--- src/rtl/core/gwbf_pkg.sv ---
// Shared types and constants for the generational write-barrier filter.
package gwbf_pkg;

    localparam int AddrBits        = 48;
    localparam int DataBits        = 64;
    localparam int CountBits       = 7;
    localparam int CfgIndexBits    = 2;
    localparam int SetDepthDefault = 64;

    localparam logic CMD_STORE = 1'b0;
    localparam logic CMD_CLEAR = 1'b1;

    typedef enum logic [CfgIndexBits-1:0] {
        CFG_OLD_BASE   = 2'd0,
        CFG_OLD_END    = 2'd1,
        CFG_YOUNG_BASE = 2'd2,
        CFG_YOUNG_END  = 2'd3
    } cfg_index_t;

    typedef enum logic [1:0] {
        ST_IDLE   = 2'd0,
        ST_EVAL   = 2'd1,
        ST_SCAN   = 2'd2,
        ST_FINISH = 2'd3
    } state_t;

    typedef struct packed {
        logic                command;
        logic [AddrBits-1:0] slot_address;
        logic [DataBits-1:0] store_data;
    } gwbf_req_t;

    typedef struct packed {
        logic                 store_enable;
        logic [AddrBits-1:0]  store_address;
        logic [DataBits-1:0]  store_value;
        logic                 slot_added;
        logic                 set_overflow;
        logic [CountBits-1:0] entry_count;
    } gwbf_rsp_t;

    typedef struct packed {
        logic [AddrBits-1:0] old_base;
        logic [AddrBits-1:0] old_end;
        logic [AddrBits-1:0] young_base;
        logic [AddrBits-1:0] young_end;
    } cfg_regs_t;

    // Search token moving along the row of cells
    typedef struct packed {
        logic tok;
        logic hit;
    } chain_sts_t;

    // Controller commands to the row of cells
    typedef struct packed {
        logic launch;
        logic shift;
    } chain_ctl_t;

endpackage

--- src/rtl/core/gwbf_cell.sv ---
// One remembered-set cell: holds one slot, checks the passing token, shifts on insert.
module gwbf_cell #(
    parameter int INDEX = 0,
    parameter int CNT_W = 7
) (
    input  logic                          clk,
    input  logic                          rst_n,
    input  logic [gwbf_pkg::AddrBits-1:0] key,
    input  logic [CNT_W-1:0]              count,
    input  logic                          shift,
    input  logic [gwbf_pkg::AddrBits-1:0] slot_in,
    output logic [gwbf_pkg::AddrBits-1:0] slot_out,
    input  gwbf_pkg::chain_sts_t          sts_in,
    output gwbf_pkg::chain_sts_t          sts_out
);
    import gwbf_pkg::*;

    logic [AddrBits-1:0] slot_reg;
    logic                tok_reg;
    logic                hit_reg;
    logic                occupied;
    logic                match;

    // Cell holds a live entry only below the fill count
    assign occupied = (count > CNT_W'(INDEX));
    assign match    = occupied && (slot_reg == key);

    // Advance the token and fold in this cell's match
    always_ff @(posedge clk or negedge rst_n)
    begin
        if (!rst_n)
        begin
            tok_reg <= 1'b0;
            hit_reg <= 1'b0;
        end
        else
        begin
            tok_reg <= sts_in.tok;
            hit_reg <= sts_in.tok && (sts_in.hit || match);
        end
    end

    // Take the neighbor's slot on insert
    always_ff @(posedge clk)
    begin
        if (shift)
        begin
            slot_reg <= slot_in;
        end
    end

    assign slot_out    = slot_reg;
    assign sts_out.tok = tok_reg;
    assign sts_out.hit = hit_reg;

endmodule

--- src/rtl/core/gwbf_ctrl.sv ---
// Request sequencer: range filter, search launch, insert decision and result register.
module gwbf_ctrl #(
    parameter int SET_DEPTH = gwbf_pkg::SetDepthDefault,
    localparam int CNT_W = $clog2(SET_DEPTH + 1)
) (
    input  logic                          clk,
    input  logic                          rst_n,
    input  logic                          in_valid,
    output logic                          in_ready,
    input  gwbf_pkg::gwbf_req_t           in_req,
    output logic                          out_valid,
    input  logic                          out_ready,
    output gwbf_pkg::gwbf_rsp_t           out_rsp,
    input  gwbf_pkg::cfg_regs_t           cfg,
    output logic [CNT_W-1:0]              count,
    output logic [gwbf_pkg::AddrBits-1:0] key,
    output gwbf_pkg::chain_ctl_t          chain_ctl,
    input  gwbf_pkg::chain_sts_t          chain_sts
);
    import gwbf_pkg::*;

    state_t     state_reg;
    state_t     state_next;
    gwbf_req_t  req_reg;
    logic       hit_reg;
    logic       hit_next;
    logic [CNT_W-1:0] count_reg;
    logic [CNT_W-1:0] count_next;
    logic       out_valid_reg;
    gwbf_rsp_t  out_rsp_reg;
    gwbf_rsp_t  rsp_next;
    logic       out_load;
    logic       out_free;
    logic       is_clear;
    logic       is_drop;
    logic       slot_old;
    logic       data_young;
    logic       candidate;
    logic [DataBits-1:0] young_lo;
    logic [DataBits-1:0] young_hi;

    assign out_free = !out_valid_reg || out_ready;

    // Classify the held request
    assign is_clear   = (req_reg.command == CMD_CLEAR);
    assign is_drop    = (req_reg.slot_address == '0) || (req_reg.store_data == '0);
    assign young_lo   = DataBits'(cfg.young_base);
    assign young_hi   = DataBits'(cfg.young_end);
    assign slot_old   = (req_reg.slot_address >= cfg.old_base) &&
                        (req_reg.slot_address <  cfg.old_end);
    assign data_young = (req_reg.store_data >= young_lo) &&
                        (req_reg.store_data <  young_hi);
    assign candidate  = slot_old && data_young;

    // Next state
    always_comb
    begin
        state_next = state_reg;
        case (state_reg)
            ST_IDLE:
            begin
                if (in_valid)
                begin
                    state_next = ST_EVAL;
                end
            end
            ST_EVAL:
            begin
                if (!is_clear && !is_drop && candidate)
                begin
                    state_next = ST_SCAN;
                end
                else if (out_free)
                begin
                    state_next = ST_IDLE;
                end
            end
            ST_SCAN:
            begin
                if (chain_sts.tok)
                begin
                    state_next = ST_FINISH;
                end
            end
            ST_FINISH:
            begin
                if (out_free)
                begin
                    state_next = ST_IDLE;
                end
            end
            default:
            begin
                state_next = ST_IDLE;
            end
        endcase
    end

    // State outputs: result, count update, chain commands
    always_comb
    begin
        out_load   = 1'b0;
        rsp_next   = '0;
        count_next = count_reg;
        hit_next   = hit_reg;
        chain_ctl  = '0;
        case (state_reg)
            ST_EVAL:
            begin
                if (is_clear)
                begin
                    if (out_free)
                    begin
                        out_load   = 1'b1;
                        count_next = '0;
                    end
                end
                else if (is_drop)
                begin
                    out_load             = out_free;
                    rsp_next.entry_count = CountBits'(count_reg);
                end
                else if (!candidate)
                begin
                    out_load               = out_free;
                    rsp_next.store_enable  = 1'b1;
                    rsp_next.store_address = req_reg.slot_address;
                    rsp_next.store_value   = req_reg.store_data;
                    rsp_next.entry_count   = CountBits'(count_reg);
                end
                else
                begin
                    chain_ctl.launch = 1'b1;
                end
            end
            ST_SCAN:
            begin
                if (chain_sts.tok)
                begin
                    hit_next = chain_sts.hit;
                end
            end
            ST_FINISH:
            begin
                rsp_next.store_enable  = 1'b1;
                rsp_next.store_address = req_reg.slot_address;
                rsp_next.store_value   = req_reg.store_data;
                rsp_next.entry_count   = CountBits'(count_reg);
                if (out_free)
                begin
                    out_load = 1'b1;
                    if (!hit_reg)
                    begin
                        if (count_reg < CNT_W'(SET_DEPTH))
                        begin
                            chain_ctl.shift      = 1'b1;
                            count_next           = count_reg + CNT_W'(1);
                            rsp_next.slot_added  = 1'b1;
                            rsp_next.entry_count = CountBits'(count_next);
                        end
                        else
                        begin
                            rsp_next.set_overflow = 1'b1;
                        end
                    end
                end
            end
            default:
            begin
            end
        endcase
    end

    // Control registers
    always_ff @(posedge clk or negedge rst_n)
    begin
        if (!rst_n)
        begin
            state_reg     <= ST_IDLE;
            count_reg     <= '0;
            hit_reg       <= 1'b0;
            out_valid_reg <= 1'b0;
        end
        else
        begin
            state_reg <= state_next;
            count_reg <= count_next;
            hit_reg   <= hit_next;
            if (out_load)
            begin
                out_valid_reg <= 1'b1;
            end
            else if (out_ready)
            begin
                out_valid_reg <= 1'b0;
            end
        end
    end

    // Hold request and result payloads
    always_ff @(posedge clk)
    begin
        if (in_valid && in_ready)
        begin
            req_reg <= in_req;
        end
        if (out_load)
        begin
            out_rsp_reg <= rsp_next;
        end
    end

    assign in_ready  = (state_reg == ST_IDLE);
    assign out_valid = out_valid_reg;
    assign out_rsp   = out_rsp_reg;
    assign count     = count_reg;
    assign key       = req_reg.slot_address;

    // Fill count never passes the capacity
    assert property (@(posedge clk) disable iff (!rst_n)
        count_reg <= CNT_W'(SET_DEPTH))
    else $error("remembered set count above capacity");

    // A result never reports both an insertion and an overflow
    assert property (@(posedge clk) disable iff (!rst_n)
        out_valid_reg |-> !(out_rsp_reg.slot_added && out_rsp_reg.set_overflow))
    else $error("slot_added and set_overflow both set");

    // An insertion grows the count by exactly one
    assert property (@(posedge clk) disable iff (!rst_n)
        chain_ctl.shift |=> count_reg == $past(count_reg) + CNT_W'(1))
    else $error("insert did not advance the count");

    // The token leaving the row ends the scan
    assert property (@(posedge clk) disable iff (!rst_n)
        (state_reg == ST_SCAN && chain_sts.tok) |=> state_reg == ST_FINISH)
    else $error("scan did not finish on token arrival");

    // Launch only from evaluation, never during a scan
    assert property (@(posedge clk) disable iff (!rst_n)
        chain_ctl.launch |-> state_reg == ST_EVAL)
    else $error("search launched outside evaluation");

endmodule

--- src/rtl/core/generational_write_barrier_filter.sv ---
// Top level: range registers, the row of remembered-set cells and the sequencer.
// A request is taken whenever the block is idle, even while a finished result
// still waits in the output register. A clear, a null or zero-valued store, or a
// store outside the old-to-young ranges is done after accept and evaluate, with
// evaluate held until the output register is free. A store that crosses from old
// to young walks a search token through all SET_DEPTH cells, one cell per cycle,
// then inserts by shifting the row unless the slot is held or the set is full.
// The set needs no clearing pass after reset: the fill count marks live cells.
// Range registers are written through the cfg port, index 0 old_base, 1 old_end,
// 2 young_base, 3 young_end; an empty or inverted range matches nothing.
module generational_write_barrier_filter #(
    parameter int SET_DEPTH = gwbf_pkg::SetDepthDefault
) (
    input  logic                              clk,
    input  logic                              rst_n,
    input  logic                              in_valid,
    output logic                              in_ready,
    input  gwbf_pkg::gwbf_req_t               in_req,
    output logic                              out_valid,
    input  logic                              out_ready,
    output gwbf_pkg::gwbf_rsp_t               out_rsp,
    input  logic                              cfg_valid,
    output logic                              cfg_ready,
    input  logic [gwbf_pkg::CfgIndexBits-1:0] cfg_index,
    input  logic [gwbf_pkg::AddrBits-1:0]     cfg_data
);
    import gwbf_pkg::*;

    localparam int CNT_W = $clog2(SET_DEPTH + 1);

    cfg_regs_t           cfg_reg;
    logic [CNT_W-1:0]    count;
    logic [AddrBits-1:0] key;
    chain_ctl_t          chain_ctl;
    chain_sts_t          chain_sts;
    logic [AddrBits-1:0] slot_src [SET_DEPTH];
    logic [AddrBits-1:0] slot_q   [SET_DEPTH];
    chain_sts_t          sts_src  [SET_DEPTH];
    chain_sts_t          sts_q    [SET_DEPTH];

    assign cfg_ready = 1'b1;

    // Write range registers
    always_ff @(posedge clk or negedge rst_n)
    begin
        if (!rst_n)
        begin
            cfg_reg <= '0;
        end
        else if (cfg_valid && cfg_ready)
        begin
            case (cfg_index)
                CFG_OLD_BASE:   cfg_reg.old_base   <= cfg_data;
                CFG_OLD_END:    cfg_reg.old_end    <= cfg_data;
                CFG_YOUNG_BASE: cfg_reg.young_base <= cfg_data;
                CFG_YOUNG_END:  cfg_reg.young_end  <= cfg_data;
                default:
                begin
                end
            endcase
        end
    end

    gwbf_ctrl #(
        .SET_DEPTH (SET_DEPTH)
    ) u_ctrl (
        .clk       (clk),
        .rst_n     (rst_n),
        .in_valid  (in_valid),
        .in_ready  (in_ready),
        .in_req    (in_req),
        .out_valid (out_valid),
        .out_ready (out_ready),
        .out_rsp   (out_rsp),
        .cfg       (cfg_reg),
        .count     (count),
        .key       (key),
        .chain_ctl (chain_ctl),
        .chain_sts (chain_sts)
    );

    // Build the row: new slots and the token both enter at cell zero
    for (genvar i = 0; i < SET_DEPTH; i++)
    begin : g_cell
        if (i == 0)
        begin : g_head
            assign slot_src[i]    = key;
            assign sts_src[i].tok = chain_ctl.launch;
            assign sts_src[i].hit = 1'b0;
        end
        else
        begin : g_link
            assign slot_src[i] = slot_q[i-1];
            assign sts_src[i]  = sts_q[i-1];
        end

        gwbf_cell #(
            .INDEX (i),
            .CNT_W (CNT_W)
        ) u_cell (
            .clk      (clk),
            .rst_n    (rst_n),
            .key      (key),
            .count    (count),
            .shift    (chain_ctl.shift),
            .slot_in  (slot_src[i]),
            .slot_out (slot_q[i]),
            .sts_in   (sts_src[i]),
            .sts_out  (sts_q[i])
        );
    end

    assign chain_sts = sts_q[SET_DEPTH-1];

endmodule
--- config.mk ---
export PLATFORM = sky130hd
export DESIGN_NAME = generational_write_barrier_filter
export DESIGN_NICKNAME = d
export VERILOG_FILES = /design/src/rtl/core/gwbf_pkg.sv /design/src/rtl/core/gwbf_cell.sv /design/src/rtl/core/gwbf_ctrl.sv /design/src/rtl/core/generational_write_barrier_filter.sv
export SDC_FILE = /design/constraint.sdc
export NUM_CORES = 2
export LEC_CHECK = 0
export BUFFER_PORTS_ARGS = -buffer_cell sky130_fd_sc_hd__buf_2
export CORE_AREA = 2 2 520 522
export DETAILED_ROUTE_END_ITERATION = 10
export DIE_AREA = 0 0 522 524
export PLACE_DENSITY_LB_ADDON = 0.2
export SETUP_SLACK_MARGIN = 0.1
export SLEW_MARGIN = 10
export SYNTH_ARGS = -nofsm -noshare
export SYNTH_HDL_FRONTEND = slang
export SYNTH_SLANG_ARGS = --single-unit
--- constraint.sdc ---
create_clock -name clk -period 145.2 [get_ports clk]
set_input_delay 21.78 -clock clk [delete_from_list [all_inputs] [get_ports clk]]
set_output_delay 21.78 -clock clk [all_outputs]
set_load 0.005 [all_outputs]
==> reports/qor.csv <==
metric,value,unit
cts_hold_buf,0,
crit_arrival,29610,ps
power_density,14.6,nW/µm²
cp_data_required_time,145700,ps
crit_start,out_ready,
reg2reg_slack,136270,ps
syn-num-nets,9892,
route.detailed.drc,0,
drt_iter0_markers,14000,
nets,10400,
worst_setup_path_start_kind,input port,
hp-class,reg2reg,
grt_usage,34.9,%
synthCells,9530,
gr-total-overflow,0,
comb_power_share,14.8,%
ys_seq_area_share,70.8,%
hold_violations,0,
clk_latency,910,ps
post_cts_buffers,0,
power_frac_seq,47.5,%
std_cell_rows,190,
h-tree-depth,5,
cts_tree,done,
crit_fanout,188,
path_depth,12,
rr_worst_depth,11,
gp_congestion,0.964,
core,267000,µm²
routed_wl,483000,µm
synth_edf_count,3307,
cts.reportedPaths.clkPinSlew,60,ps
die_x,522,µm
fmax,0.0343,GHz
cts.sinks,3638,
ys_warn_count,0,
ys_seq_elements,3638,
cts_buffers,366,
antenna_found_initial,39,
relSlewSlack,8.39,%
worstPathCellList,"buf_2, nor2b_1, nor2_1, nand2_1, nor2_4, buf_4, buf_12, buf_4, buf_4, buf_4, buf_4, buf_4",
synthesis.area,152000,µm²
p_clk_share,37.8,%
drtPass1Iterations,6,
post_drt_via_cell_ratio,6.37,
slew_viol_final,0,
portBuffers,291,
critical-path-top-delay-family,buffers and inverters,
post_cts_resized,0,
async_reset_ff_share,9.10,%
outcome,"complete, no violations",
switchingPower,0.669,mW
internal_power,1.82,mW
yosysUniqueCellTypes,59,
cp-end-kind,flop,
area.growth.synth_to_final,12.0,%
p_sw_share,26.9,%
rr_endpoint,g_cell[16].u_cell.slot_out[36],
fin_setup_tns,0,ps
pre_cts_slack,115390,ps
ant_nets,0,
grt_pass1_wl,665000,µm
synth_flop_cell,edfxtp_1,
cp_slowest_cell,buf_4,
p_leak,55.2,nW
largest_reg_flops,3072,
io_pins,293,
start_util,56.8,%
fin_crit,29110,ps
rr_startpoint,u_ctrl.state_reg[1],
num_vias,88300,
crit_path_end,g_cell[16].u_cell.slot_out[36],
drv_cap,0,
worst-path-buf-inv,8,
clock_path_buffers,4,
drive_gt1_share,11.8,%
path_class,in2reg,
post_drt_wl_per_cell,34.8,µm
ir_worst_vdd,0.0124,mV
dieArea,274000,µm²
synth_area_per_cell,15.9,µm²
critical_path.max_stage_delay,1050,ps
first_global_vias,86100,
fin_skew,36.4,ps
ctsRootBufferMaster,clkbuf_16,
rsz0062_at_grt,false,
setup_viol,0,
die_y,524,µm
crit_top_cell,buf_4,
grt_max_degree,233,
min_period_over_period,20.1,%
worst_slew_pin_slew,1360,ps
dpl.hpwl,326000,µm
setup_ws,116090,ps
[power by group through the flow]
stage          registers [mW]  clock network (mW)  logic (mW)
4_1_cts                  1.18               0.944       0.359
5_1_grt                  1.18               0.983       0.381
6_report                 1.18               0.939       0.368
3_5_place_dp             1.20                   0       0.356
3_3_place_gp             1.20                   0       0.349
2_1_floorplan            1.20                   0       0.207
[routing by layer]
metal | global-route usage, % | share of wire, %
met1 | 47.0 | 37
met3 | 8.08 | 12
met4 | 17.2 | 5.8
met5 | 0 | 0.042
met2 | 53.9 | 45
[final cells by class]
class / count / area [µm²]
fill: 19000 / 97200
tap: 3552 / 4440
timing repair buffer: 519 / 3530
antenna: 12 / 30.0
clock inverter: 179 / 1650
multi-input combinational: 5257 / 42100
clock buffer: 487 / 10100
sequential: 3638 / 108000
inverter: 230 / 863
[how the worst min path moves through the flow]
stage,startpoint,to,slack (ps),depth (start not counted)
after floorplan,g_cell[16].u_cell.tok_reg,g_cell[17].u_cell.tok_reg,350,0
final,g_cell[24].u_cell.tok_reg,g_cell[25].u_cell.tok_reg,360,0
after CTS,g_cell[24].u_cell.tok_reg,g_cell[25].u_cell.tok_reg,360,0
after global routing,g_cell[58].u_cell.tok_reg,g_cell[59].u_cell.tok_reg,360,0
after global placement,g_cell[30].u_cell.tok_reg,g_cell[31].u_cell.tok_reg,350,0
after detailed placement,g_cell[27].u_cell.tok_reg,g_cell[28].u_cell.tok_reg,360,0
[per-stage QoR]
stage                     cells  hold WS [ps]  power [mW]  utilization (%)  area (µm²)
after floorplan            9530           347        1.41                -      152000
after global placement    13200           349        1.55             59.3      158000
after detailed placement  13200           360        1.56             59.3      158000
after CTS                 13900           356        2.48             63.6      170000
after global routing      13900           363        2.55             63.7      170000
final                     13900           360        2.49             63.7      170000
[synth_stat cells, types with 7 or more instances]
cell       number  area share (%)
a221oi_1       12           0.069
a211oi_1       10           0.049
nand2_1       127            0.31
a311oi_1       15           0.086
and4_1          8           0.046
xor2_1       1957              11
o21ai_0       103            0.34
nand3_1        38            0.13
buf_1         150            0.37
buf_4           9           0.044
o2bb2ai_1       7           0.040
edfxtp_1     3307              65
ha_1          194             1.6
nand4_1       430             1.8
a31oi_1        13           0.054
a2111oi_0      11           0.063
a21oi_1       102            0.34
nor3_1         36            0.12
inv_1         230            0.57
mux2_2        147             1.1
clkbuf_1      246            0.61
nor4_1        610             2.5
nor2_1         71            0.18
a21o_1         23            0.11
nor2b_1       109            0.45
o211ai_1        8           0.040
xnor2_1      1084             6.2
o22ai_1         9           0.037
o21a_1         60            0.30
dfrtp_1       331             5.4
[cells by family (layout without fill, tap and decap cells)]
group | count (synthesis) | after routing | share of synthesized area, %
fa+ha+maj | 194 | 194 | 1.60
buf+inv | 635 | 1415 | 1.59
simple gates | 1458 | 1458 | 5.64
mux | 147 | 147 | 1.09
flops | 3638 | 3638 | 70.8
compound gates | 416 | 416 | 1.78
xor+xnor | 3041 | 3041 | 17.5
other cells | 1 | 13 | 0.00247
[cells in the final DEF, fill, tap and decap left out, drive strengths merged, types with 4 or more instances in the layout]
master / instances
edfxtp: 3307
o2bb2ai: 7
or4: 6
a211oi: 10
nor3: 36
a221o: 6
inv: 242
a311oi: 15
xor2: 1957
a21oi: 102
and2: 4
dfrtp: 331
nand2b: 6
ha: 194
nand3: 38
nand4: 430
o211ai: 8
o21a: 60
and3: 5
bufinv: 27
o21ai: 104
nor2: 72
a31oi: 13
mux2: 147
buf: 519
a2111oi: 11
o2111ai: 5
clkinv: 138
a22o: 6
a21o: 23
and4: 8
nor4: 610
o22ai: 9
nand2: 127
nor2b: 109
a221oi: 12
xnor2: 1084
o21bai: 5
diode: 12
clkbuf: 487
Note: power is estimated with default switching activity, not from simulation.
